[src/rtl/tfd_pkg.sv]
// ----------------------------------------------------------------------------
// tfd_pkg
// Types and codes of the virtual terminal device.
// ----------------------------------------------------------------------------
package tfd_pkg;

    localparam int FIFO_DEPTH_DEF = 128;

    localparam logic [1:0] MODE_WRITE = 2'd0;
    localparam logic [1:0] MODE_READ  = 2'd1;
    localparam logic [1:0] MODE_HOST  = 2'd2;
    localparam logic [1:0] MODE_RESP  = 2'd3;

    localparam logic [11:0] OFS_PUT_CHAR    = 12'h000;
    localparam logic [11:0] OFS_BYTES_READY = 12'h004;
    localparam logic [11:0] OFS_CMD         = 12'h008;
    localparam logic [11:0] OFS_PTR_LOW     = 12'h010;
    localparam logic [11:0] OFS_LEN         = 12'h014;
    localparam logic [11:0] OFS_PTR_HIGH    = 12'h018;

    localparam logic [31:0] CMD_IRQ_OFF = 32'd0;
    localparam logic [31:0] CMD_IRQ_ON  = 32'd1;
    localparam logic [31:0] CMD_SEND    = 32'd2;
    localparam logic [31:0] CMD_READ    = 32'd3;

    localparam logic [3:0] OP_PUTC     = 4'd0;
    localparam logic [3:0] OP_PTR_LOW  = 4'd1;
    localparam logic [3:0] OP_PTR_HIGH = 4'd2;
    localparam logic [3:0] OP_LEN      = 4'd3;
    localparam logic [3:0] OP_IRQ      = 4'd4;
    localparam logic [3:0] OP_SEND     = 4'd5;
    localparam logic [3:0] OP_READ     = 4'd6;
    localparam logic [3:0] OP_BAD_CMD  = 4'd7;
    localparam logic [3:0] OP_BAD_WR   = 4'd8;
    localparam logic [3:0] OP_RD_READY = 4'd9;
    localparam logic [3:0] OP_BAD_RD   = 4'd10;
    localparam logic [3:0] OP_HOST     = 4'd11;
    localparam logic [3:0] OP_RESP     = 4'd12;

    localparam logic [2:0] KIND_STATUS = 3'd0;
    localparam logic [2:0] KIND_BUS_RD = 3'd1;
    localparam logic [2:0] KIND_TO_HOST = 3'd2;
    localparam logic [2:0] KIND_MEM_RD = 3'd3;
    localparam logic [2:0] KIND_MEM_WR = 3'd4;

    localparam logic [2:0] ERR_OK      = 3'd0;
    localparam logic [2:0] ERR_OFFSET  = 3'd1;
    localparam logic [2:0] ERR_CMD     = 3'd2;
    localparam logic [2:0] ERR_EXCEED  = 3'd3;
    localparam logic [2:0] ERR_REFUSED = 3'd4;

    localparam logic [1:0] PH_IDLE = 2'd0;
    localparam logic [1:0] PH_SEND = 2'd1;
    localparam logic [1:0] PH_RECV = 2'd2;

    typedef struct packed {
        logic [3:0]  op;
        logic [31:0] wdata;
        logic [7:0]  data;
    } t_op;

endpackage

[src/rtl/tfd_if.sv]
// ----------------------------------------------------------------------------
// tfd_in_if / tfd_out_if
// Request and result channels of the virtual terminal device.
// ----------------------------------------------------------------------------
interface tfd_in_if;
    logic        valid;
    logic        ready;
    logic [1:0]  mode;
    logic [11:0] offset;
    logic [31:0] wdata;
    logic [7:0]  byte_in;

    modport source (output valid, mode, offset, wdata, byte_in, input ready);
    modport sink   (input valid, mode, offset, wdata, byte_in, output ready);
endinterface

interface tfd_out_if;
    logic        valid;
    logic        ready;
    logic [2:0]  kind;
    logic [31:0] read_data;
    logic [63:0] mem_address;
    logic [7:0]  data_byte;
    logic        dma_done;
    logic        irq;
    logic [2:0]  error;
    logic        last;

    modport source (output valid, kind, read_data, mem_address, data_byte, dma_done, irq,
                    error, last, input ready);
    modport sink   (input valid, kind, read_data, mem_address, data_byte, dma_done, irq,
                    error, last, output ready);
endinterface

[src/rtl/tty_fifo_dma_device_top.sv]
// ----------------------------------------------------------------------------
// tty_fifo_dma_device_top
// Virtual terminal device with receive FIFO and byte-paced DMA.
// ----------------------------------------------------------------------------
// Usage:
//   i_in carries one request per handshake: a bus write, a bus read, a byte
//   from the host or a memory response. o_out carries the results; each
//   request gives one result, a send-buffer memory response that is not the
//   final one gives two (byte to host, then the next memory read request),
//   and the last one of a request has last set.
//   A request passes through the decode queue and then the result register.
//   Throughput: one request per cycle while o_out does not stall; a two-result
//   request holds the result register for both of its results.
//   A two-entry decode queue separates i_in from the executing stage; the
//   single result register sets the pace when o_out stalls. i_in.ready
//   drops only when the queue is full.
//   Reset clears the FIFO pointers, interrupt enable, buffer registers and
//   any DMA in progress; FIFO contents are not cleared.
// ----------------------------------------------------------------------------
module tty_fifo_dma_device_top #(
    parameter int FIFO_DEPTH = tfd_pkg::FIFO_DEPTH_DEF
) (
    input  logic      i_clk,
    input  logic      i_rst_n,
    tfd_in_if.sink    i_in,
    tfd_out_if.source o_out
);
    import tfd_pkg::*;

    t_op  op;
    logic op_valid;
    logic op_ready;

    tfd_front u_front (
        .i_clk      (i_clk),
        .i_rst_n    (i_rst_n),
        .i_in       (i_in),
        .o_op       (op),
        .o_op_valid (op_valid),
        .i_op_ready (op_ready)
    );

    tfd_back #(
        .FIFO_DEPTH (FIFO_DEPTH)
    ) u_back (
        .i_clk      (i_clk),
        .i_rst_n    (i_rst_n),
        .i_op       (op),
        .i_op_valid (op_valid),
        .o_op_ready (op_ready),
        .o_out      (o_out)
    );

endmodule

[src/rtl/tfd_front.sv]
// ----------------------------------------------------------------------------
// tfd_front
// Accepts requests, decodes them into operations, queues two of them.
// ----------------------------------------------------------------------------
module tfd_front (
    input  logic          i_clk,
    input  logic          i_rst_n,
    tfd_in_if.sink        i_in,
    output tfd_pkg::t_op  o_op,
    output logic          o_op_valid,
    input  logic          i_op_ready
);
    import tfd_pkg::*;

    t_op        dec;
    logic       push;
    logic       pop;
    t_op        r_q [2];
    logic       r_wp;
    logic       r_rp;
    logic [1:0] r_cnt;

    always_comb begin
        dec.op    = OP_RESP;
        dec.wdata = i_in.wdata;
        dec.data  = (i_in.mode == MODE_WRITE) ? i_in.wdata[7:0] : i_in.byte_in;
        case (i_in.mode)
            MODE_WRITE: begin
                case (i_in.offset)
                    OFS_PUT_CHAR: dec.op = OP_PUTC;
                    OFS_PTR_LOW:  dec.op = OP_PTR_LOW;
                    OFS_PTR_HIGH: dec.op = OP_PTR_HIGH;
                    OFS_LEN:      dec.op = OP_LEN;
                    OFS_CMD: begin
                        if (i_in.wdata inside {CMD_IRQ_OFF, CMD_IRQ_ON}) begin
                            dec.op = OP_IRQ;
                        end else if (i_in.wdata == CMD_SEND) begin
                            dec.op = OP_SEND;
                        end else if (i_in.wdata == CMD_READ) begin
                            dec.op = OP_READ;
                        end else begin
                            dec.op = OP_BAD_CMD;
                        end
                    end
                    default:      dec.op = OP_BAD_WR;
                endcase
            end
            MODE_READ: begin
                dec.op = (i_in.offset == OFS_BYTES_READY) ? OP_RD_READY : OP_BAD_RD;
            end
            MODE_HOST: begin
                dec.op = OP_HOST;
            end
            default: begin
                dec.op = OP_RESP;
            end
        endcase
    end

    assign i_in.ready = (r_cnt != 2'd2);
    assign push       = i_in.valid && i_in.ready;
    assign o_op_valid = (r_cnt != 2'd0);
    assign pop        = o_op_valid && i_op_ready;
    assign o_op       = r_q[r_rp];

    always_ff @(posedge i_clk) begin
        if (push) begin
            r_q[r_wp] <= dec;
        end
    end

    always_ff @(posedge i_clk) begin
        if (!i_rst_n) begin
            r_wp  <= 1'b0;
            r_rp  <= 1'b0;
            r_cnt <= 2'd0;
        end else begin
            if (push) begin
                r_wp <= ~r_wp;
            end
            if (pop) begin
                r_rp <= ~r_rp;
            end
            if (push && !pop) begin
                r_cnt <= r_cnt + 2'd1;
            end else if (pop && !push) begin
                r_cnt <= r_cnt - 2'd1;
            end
        end
    end

endmodule

[src/rtl/tfd_back.sv]
// ----------------------------------------------------------------------------
// tfd_back
// Executes operations: receive FIFO, DMA sequencing, result register.
// ----------------------------------------------------------------------------
module tfd_back #(
    parameter int FIFO_DEPTH = tfd_pkg::FIFO_DEPTH_DEF
) (
    input  logic          i_clk,
    input  logic          i_rst_n,
    input  tfd_pkg::t_op  i_op,
    input  logic          i_op_valid,
    output logic          o_op_ready,
    tfd_out_if.source     o_out
);
    import tfd_pkg::*;

    localparam int CW = $clog2(FIFO_DEPTH + 1);
    localparam int HW = $clog2(FIFO_DEPTH);

    logic [7:0]    r_store [FIFO_DEPTH];

    logic [HW-1:0] r_head,    n_head;
    logic [CW-1:0] r_count,   n_count;
    logic          r_irq_en,  n_irq_en;
    logic [63:0]   r_buf_addr, n_buf_addr;
    logic [31:0]   r_buf_len, n_buf_len;
    logic [1:0]    r_phase,   n_phase;
    logic [63:0]   r_ptr,     n_ptr;
    logic [31:0]   r_left,    n_left;
    logic          r_second,  n_second;

    logic          r_valid;
    logic [2:0]    r_kind,    n_kind;
    logic [31:0]   r_rd,      n_rd;
    logic [63:0]   r_addr,    n_addr;
    logic [7:0]    r_byte,    n_byte;
    logic          r_from_mem, n_from_mem;
    logic          r_done,    n_done;
    logic          r_irq,     n_irq;
    logic [2:0]    r_err,     n_err;
    logic          r_last,    n_last;
    logic [7:0]    r_rdata;

    logic          load;
    logic          we;
    logic [CW:0]   pos_sum;
    logic [HW-1:0] wpos;
    logic [HW-1:0] head_inc;
    logic          full;

    assign load     = i_op_valid && (!r_valid || o_out.ready);
    assign full     = (r_count == CW'(FIFO_DEPTH));
    assign head_inc = (r_head == HW'(FIFO_DEPTH - 1)) ? '0 : r_head + HW'(1);

    always_comb begin
        pos_sum = (CW+1)'(r_head) + (CW+1)'(r_count);
        if (pos_sum >= (CW+1)'(FIFO_DEPTH)) begin
            pos_sum = pos_sum - (CW+1)'(FIFO_DEPTH);
        end
        wpos = pos_sum[HW-1:0];
    end

    always_comb begin
        n_head     = r_head;
        n_count    = r_count;
        n_irq_en   = r_irq_en;
        n_buf_addr = r_buf_addr;
        n_buf_len  = r_buf_len;
        n_phase    = r_phase;
        n_ptr      = r_ptr;
        n_left     = r_left;
        n_second   = 1'b0;
        n_kind     = KIND_STATUS;
        n_rd       = '0;
        n_addr     = '0;
        n_byte     = '0;
        n_from_mem = 1'b0;
        n_done     = 1'b0;
        n_err      = ERR_OK;
        n_last     = 1'b1;
        we         = 1'b0;
        case (i_op.op)
            OP_PUTC: begin
                n_kind = KIND_TO_HOST;
                n_byte = i_op.data;
            end
            OP_PTR_LOW:  n_buf_addr[31:0]  = i_op.wdata;
            OP_PTR_HIGH: n_buf_addr[63:32] = i_op.wdata;
            OP_LEN:      n_buf_len = i_op.wdata;
            OP_IRQ:      n_irq_en = i_op.wdata[0];
            OP_SEND, OP_READ: begin
                if (r_phase != PH_IDLE) begin
                    n_err = ERR_REFUSED;
                end else if (i_op.op == OP_READ && r_buf_len > 32'(r_count)) begin
                    n_err = ERR_EXCEED;
                end else if (r_buf_len == '0) begin
                    n_err = ERR_OK;
                end else if (i_op.op == OP_SEND) begin
                    n_phase = PH_SEND;
                    n_ptr   = r_buf_addr;
                    n_left  = r_buf_len;
                    n_kind  = KIND_MEM_RD;
                    n_addr  = r_buf_addr;
                end else begin
                    n_from_mem = 1'b1;
                    n_head     = head_inc;
                    n_count    = r_count - CW'(1);
                    n_phase    = PH_RECV;
                    n_left     = r_buf_len - 32'd1;
                    n_kind     = KIND_MEM_WR;
                    n_addr     = r_buf_addr;
                    n_done     = (r_buf_len == 32'd1);
                    n_ptr      = r_buf_addr + 64'd1;
                end
            end
            OP_BAD_CMD: n_err = ERR_CMD;
            OP_BAD_WR:  n_err = ERR_OFFSET;
            OP_RD_READY: begin
                n_kind = KIND_BUS_RD;
                n_rd   = 32'(r_count);
            end
            OP_BAD_RD: begin
                n_kind = KIND_BUS_RD;
                n_err  = ERR_OFFSET;
            end
            OP_HOST: begin
                if (full) begin
                    n_err = ERR_REFUSED;
                end else begin
                    we      = 1'b1;
                    n_count = r_count + CW'(1);
                end
            end
            OP_RESP: begin
                if (r_second) begin
                    n_kind = KIND_MEM_RD;
                    n_addr = r_ptr;
                end else if (r_phase == PH_SEND) begin
                    n_left = r_left - 32'd1;
                    n_ptr  = r_ptr + 64'd1;
                    n_kind = KIND_TO_HOST;
                    n_byte = i_op.data;
                    if (r_left == 32'd1) begin
                        n_phase = PH_IDLE;
                        n_done  = 1'b1;
                    end else begin
                        n_second = 1'b1;
                        n_last   = 1'b0;
                    end
                end else if (r_phase == PH_RECV) begin
                    if (r_left == '0) begin
                        n_phase = PH_IDLE;
                    end else begin
                        if (r_count != '0) begin
                            n_from_mem = 1'b1;
                            n_head     = head_inc;
                            n_count    = r_count - CW'(1);
                        end
                        n_left = r_left - 32'd1;
                        n_kind = KIND_MEM_WR;
                        n_addr = r_ptr;
                        n_done = (r_left == 32'd1);
                        n_ptr  = r_ptr + 64'd1;
                    end
                end else begin
                    n_err = ERR_REFUSED;
                end
            end
            default: n_err = ERR_OK;
        endcase
        n_irq = n_irq_en && (n_count != '0);
    end

    assign o_op_ready = load && !n_second;

    always_ff @(posedge i_clk) begin
        if (load && we) begin
            r_store[wpos] <= i_op.data;
        end
        if (load && n_from_mem) begin
            r_rdata <= r_store[r_head];
        end
    end

    always_ff @(posedge i_clk) begin
        if (load) begin
            r_kind     <= n_kind;
            r_rd       <= n_rd;
            r_addr     <= n_addr;
            r_byte     <= n_byte;
            r_from_mem <= n_from_mem;
            r_done     <= n_done;
            r_irq      <= n_irq;
            r_err      <= n_err;
            r_last     <= n_last;
        end
    end

    always_ff @(posedge i_clk) begin
        if (!i_rst_n) begin
            r_head     <= '0;
            r_count    <= '0;
            r_irq_en   <= 1'b0;
            r_buf_addr <= '0;
            r_buf_len  <= '0;
            r_phase    <= PH_IDLE;
            r_ptr      <= '0;
            r_left     <= '0;
            r_second   <= 1'b0;
            r_valid    <= 1'b0;
        end else begin
            if (load) begin
                r_head     <= n_head;
                r_count    <= n_count;
                r_irq_en   <= n_irq_en;
                r_buf_addr <= n_buf_addr;
                r_buf_len  <= n_buf_len;
                r_phase    <= n_phase;
                r_ptr      <= n_ptr;
                r_left     <= n_left;
                r_second   <= n_second;
                r_valid    <= 1'b1;
            end else if (o_out.ready) begin
                r_valid <= 1'b0;
            end
        end
    end

    assign o_out.valid       = r_valid;
    assign o_out.kind        = r_kind;
    assign o_out.read_data   = r_rd;
    assign o_out.mem_address = r_addr;
    assign o_out.data_byte   = r_from_mem ? r_rdata : r_byte;
    assign o_out.dma_done    = r_done;
    assign o_out.irq         = r_irq;
    assign o_out.error       = r_err;
    assign o_out.last        = r_last;

endmodule

[src/flat_wrapper.sv]
// flat-port wrapper written by rule: the top's interface ports become plain ports
module tty_fifo_dma_device_top_flat import tfd_pkg::*;
#(
    parameter int FIFO_DEPTH = tfd_pkg::FIFO_DEPTH_DEF
)
  (i_clk, i_rst_n, i_in_valid, i_in_mode, i_in_offset, i_in_wdata, i_in_byte_in, i_in_ready, o_out_valid, o_out_kind, o_out_read_data, o_out_mem_address, o_out_data_byte, o_out_dma_done, o_out_irq, o_out_error, o_out_last, o_out_ready);
  tfd_in_if i_in_i ();
  tfd_out_if o_out_i ();
  input  logic i_clk;
  input  logic i_rst_n;
  input wire logic [$bits(i_in_i.valid)-1:0] i_in_valid;
  input wire logic [$bits(i_in_i.mode)-1:0] i_in_mode;
  input wire logic [$bits(i_in_i.offset)-1:0] i_in_offset;
  input wire logic [$bits(i_in_i.wdata)-1:0] i_in_wdata;
  input wire logic [$bits(i_in_i.byte_in)-1:0] i_in_byte_in;
  output wire logic [$bits(i_in_i.ready)-1:0] i_in_ready;
  output wire logic [$bits(o_out_i.valid)-1:0] o_out_valid;
  output wire logic [$bits(o_out_i.kind)-1:0] o_out_kind;
  output wire logic [$bits(o_out_i.read_data)-1:0] o_out_read_data;
  output wire logic [$bits(o_out_i.mem_address)-1:0] o_out_mem_address;
  output wire logic [$bits(o_out_i.data_byte)-1:0] o_out_data_byte;
  output wire logic [$bits(o_out_i.dma_done)-1:0] o_out_dma_done;
  output wire logic [$bits(o_out_i.irq)-1:0] o_out_irq;
  output wire logic [$bits(o_out_i.error)-1:0] o_out_error;
  output wire logic [$bits(o_out_i.last)-1:0] o_out_last;
  input wire logic [$bits(o_out_i.ready)-1:0] o_out_ready;
  assign i_in_i.valid = i_in_valid;
  assign i_in_i.mode = i_in_mode;
  assign i_in_i.offset = i_in_offset;
  assign i_in_i.wdata = i_in_wdata;
  assign i_in_i.byte_in = i_in_byte_in;
  assign i_in_ready = i_in_i.ready;
  assign o_out_valid = o_out_i.valid;
  assign o_out_kind = o_out_i.kind;
  assign o_out_read_data = o_out_i.read_data;
  assign o_out_mem_address = o_out_i.mem_address;
  assign o_out_data_byte = o_out_i.data_byte;
  assign o_out_dma_done = o_out_i.dma_done;
  assign o_out_irq = o_out_i.irq;
  assign o_out_error = o_out_i.error;
  assign o_out_last = o_out_i.last;
  assign o_out_i.ready = o_out_ready;
  tty_fifo_dma_device_top #(.FIFO_DEPTH(FIFO_DEPTH)) u_core (.i_clk(i_clk), .i_rst_n(i_rst_n), .i_in(i_in_i), .o_out(o_out_i));
endmodule
[config.mk]
export PLATFORM = sky130hd
export DESIGN_NAME = tty_fifo_dma_device_top_flat
export DESIGN_NICKNAME = d
export VERILOG_FILES = /design/src/rtl/tfd_pkg.sv /design/src/rtl/tfd_if.sv /design/src/rtl/tty_fifo_dma_device_top.sv /design/src/rtl/tfd_front.sv /design/src/rtl/tfd_back.sv /design/src/flat_wrapper.sv
export SDC_FILE = /design/constraint.sdc
export NUM_CORES = 2
export LEC_CHECK = 0
export BUFFER_PORTS_ARGS = -buffer_cell sky130_fd_sc_hd__clkbuf_2
export CAP_MARGIN = 20
export CORE_MARGIN = 1
export CORE_UTILIZATION = 30
export CTS_BUF_LIST = sky130_fd_sc_hd__clkbuf_8 sky130_fd_sc_hd__clkbuf_16
export DETAILED_ROUTE_END_ITERATION = 7
export GPL_TIMING_DRIVEN = 0
export MAX_ROUTING_LAYER = met4
export SYNTH_ARGS = -nofsm -noshare
export SYNTH_HDL_FRONTEND = slang
export SYNTH_SLANG_ARGS = --single-unit
[constraint.sdc]
create_clock -name i_clk -period 5.52 [get_ports i_clk]
set_input_delay 0.276 -clock i_clk [delete_from_list [all_inputs] [get_ports i_clk]]
set_output_delay 0.276 -clock i_clk [all_outputs]
set_load 0.01 [all_outputs]
==> flow_summary_export.csv <==
group,metric,value,unit
route,antenna_violating_nets_post_route,0,
synthesis,synth_area,60000,um2
sta,grt_setup_unrepaired,"false",
global_routing,grt-ovfl-total,0,
global_routing,maximum_number_of_pins_on_one_net_before_global_route_repair,89,
clocking,cts_hold_buffers,46,
sta,final-max-slew-violation-count,0,
synthesis,dominant_combinational_cell_family_by_area_after_synthesis,"multiplexers",
synthesis,adder_and_majority_cell_fraction_of_the_synthesized_area,0.7006,%
global_routing,grt.total_usage,17.98,%
worst_setup_path,critical_path.cell_chain,"clkbuf_1 > or3b_2 > a22oi_1 > inv_1 > nor2_1 > and3_1 > nand3_1 > clkbuf_1 > buf_8 > nor2_1",
die,design.die.area,201800,um2
placement,dp_cells,6689,
finish,layout_common_cells,"1210 x edfxtp_1, 438 x nor2_1, 336 x mux4_2",
worst_setup_path,critical_path_s_largest_stage_delay,750,ps
worst_setup_path,critical_path_slowest_stage_cell,"nor2_1",
die,rows,163,
sta,final_hold_viol_count,0,
worst_setup_path,worstPathMaxFanout,10,
global_routing,grt_pass1_wl,257.1,mm
status,run_status,"complete, no violations",
finish,drive_gt1_share,18.72,%
clocking,cts.repair.resized,0,
worst_setup_path,path_buf_inv,4,
placement,placedInstanceArea,64700,um2
clocking,cts.sinks,1427,
flow_run,maxcap_viol_count,0,
finish,fill_cells,18730,
die,core_area,198000,um2
synthesis,yosys.area_share.simple,7.492,%
route,via_count,37100,
synthesis,xor_xnor_share_of_the_synthesized_area,1.635,%
clocking,cts_root_buf,"clkbuf_16",
clocking,worst_setup_hold_path_clk_slew,60,ps
synthesis,distinct_cell_type_count_after_synthesis,84,
worst_setup_path,critical_path_arrival,5410,ps
clocking,clock_tree_buffer_depth,3,
power,power_per_cell_area,409.3,nW/um2
sta,final_worst_path_period_need,5009,ps
die,die_x,449.2,um
synthesis,postSynthCellCount,3848,
synthesis,asyncSetResetFlopFracSynth,0,%
placement,quantity_of_i_o_buffers_inserted_on_ports,148,
worst_setup_path,critical_path_required,5930,ps
sta,max_clock_freq,199.7,MHz
finish,design_area,70190,um2
power,leakagePower,21.77,nW
sta,final.setup.worst_slack,511.4,ps
route,drt_iter0_drc,4521,
sta,hold-worst-slack,46.06,ps
sta,setup_viol_count_final,0,
sta,finClkSkew,60.93,ps
hold_path,worstHoldPathType,"primary input to flop",
worst_setup_path,critical_path.endpoint_type,"flop",
clocking,h_tree_level_count,4,
die,io_pins,173,
synthesis,ys.warnings.count,0,
synthesis,synth_enable_flop_cells,1210,
finish,layout_commonest_cell,"edfxtp_1",
placement,final_weighted_congestion_in_routability_driven_placement,0.9507,
synthesis,yosys_most_used_dff,"edfxtp_1",
route,detail_route.first_pass.iterations,7,
finish,layout.nets,4345,
finish,fin_cells,7021,
placement,placement.setup.worst_slack,504.5,ps
worst_setup_path,timing.critical_path.from_type,"flop",
clocking,post_cts_setup_inserts,0,
clocking,tritoncts_buffers,150,
placement,place_hpwl,123.7,mm
synthesis,postSynthAreaPerCell,15.59,um2
worst_setup_path,timing_worst_setup_path_type,"flop to flop",
synthesis,synth-compound-area-share,6.616,%
sta,tightestPinTransition,1242,ps
synthesis,yosys-mux-area-fraction,13.65,%
clocking,cts_tree,"built",
global_routing,antenna_found_initial,10,
synthesis,yosys_register_bits,1427,
die,initial_utilization,30.30,%
worst_setup_path,cpLargestDelayFamily,"simple AND/OR/NAND/NOR gates",
finish,area_growth,16.97,%
sta,setup_tns,0,ps
route,wl_per_cell,25.64,um
route,finalWirelength,180.0,mm
die,die_height,449.2,um
sta,maxSlewHeadroom,17.20,%
power,irDropWorstVdd,0.0002901,V
sta,final.period_utilization,90.74,%
synthesis,synth-seq-area-share,67.79,%
global_routing,via_count_of_the_first_global_routing_pass,36500,
route,route.detailed.vias_per_inst,5.284,
route,drc,0,
clocking,clock_insertion_delay_worst_skew,820,ps
[registers in the layout, indices dropped and copies added (netlist names), 2 cells and up, named ones only]
name and count:
u_core.u_back.r_byte 8, u_core.u_back.r_buf_addr 64, u_core.u_back.o_out.read_data 8, u_core.u_back.r_store 1024
u_core.u_back.o_out.mem_address 64, u_core.u_back.r_rdata 8, u_core.u_back.r_phase 2, u_core.u_back.r_ptr 64
u_core.u_back.r_left 32, u_core.u_back.r_buf_len 32, u_core.u_front.r_cnt 2, u_core.u_back.r_count 8
u_core.u_back.r_head 7, u_core.u_back.o_out.kind 3, u_core.u_back.o_out.error 3, u_core.u_front.r_q 88
[metal layers]
layer  track usage [%]  up-vias  routed length (um)
li1                  -    15990                   -
met1             22.03    18850               69520
met2             29.13     1844               88120
met3             3.198      419               14000
met4             7.823        0                8357
met5                 -        -                   0
[report_power, final]
group / internal, mW / switching [mW] / total (mW)
clock network: 5.63 / 4.41 / 10.0
registers: 13.1 / 0.343 / 13.4
logic: 1.36 / 3.88 / 5.25
[cells in the mapped netlist, types with 16 or more instances]
master	number	area share (%)
a211oi_1	123	1.5
nand2_1	176	1.1
o21ai_0	92	0.77
a22o_1	64	0.93
or3_1	16	0.17
dfxtp_1	217	7.2
mux4_2	336	13
xor2_1	59	0.86
nand4_1	40	0.42
nand3_1	89	0.74
buf_1	41	0.26
o21ai_1	39	0.33
a21oi_1	147	1.2
xnor2_1	53	0.77
o22ai_1	21	0.22
mux2i_1	42	0.70
clkbuf_1	172	1.1
ha_1	32	0.67
nor2_1	439	2.7
and3_1	30	0.31
mux2_2	18	0.34
buf_4	25	0.31
edfxtp_1	1210	61
inv_1	49	0.31
nor4_1	30	0.31
nor3_1	75	0.63
[stage by stage]
step           total power, mW  utilization, %
2_1_floorplan            16.48               -
3_3_place_gp             18.81           32.39
3_5_place_dp             18.86           32.67
4_1_cts                  28.87           35.39
5_1_grt                  29.68           35.44
6_report                 28.73           35.44
[worst reg2reg max path, cell delays in order, from the launching register on]
cell,delay [ps]
dfxtp_1,340
clkbuf_1,200
or3b_2,520
a22oi_1,480
inv_1,190
nor2_1,400
and3_1,300
nand3_1,690
clkbuf_1,480
buf_8,250
nor2_1,760
[area by class of cell]
cell class                 count  area [um2]  area share, %
antenna                        6       15.01        0.02139
buffer                       253        1072          1.528
clock buffer                 152        3792          5.403
clock inverter               121        1135          1.617
inverter                      52       212.7         0.3031
multi-input combinational   2139       18160          25.87
sequential                  1427       40680          57.96
tap                         2640        3303          4.706
timing repair buffer         231        1817          2.588
[cells by family after synthesis]
group           count (synthesis)
other cells                     1
buf+inv                       305
simple gates                  977
mux                           396
flops                        1427
fa+ha+maj                      33
xor+xnor                      112
compound gates                597
[final timing paths]
path	startpoint	endpoint	slack [ps]	depth (start not counted)
hold / removal	i_in_offset[4]	u_core.u_front.r_q[0][43]	50	5
hold reg to reg	u_core.u_back.r_count[7]	u_core.u_back.r_count[7]	470	2
setup / recovery	flop	u_core.u_back.r_store[51][1]	510	10
setup reg to reg	flop	u_core.u_back.r_store[51][1]	510	10
No activity file was read; power rests on OpenSTA's default activity.
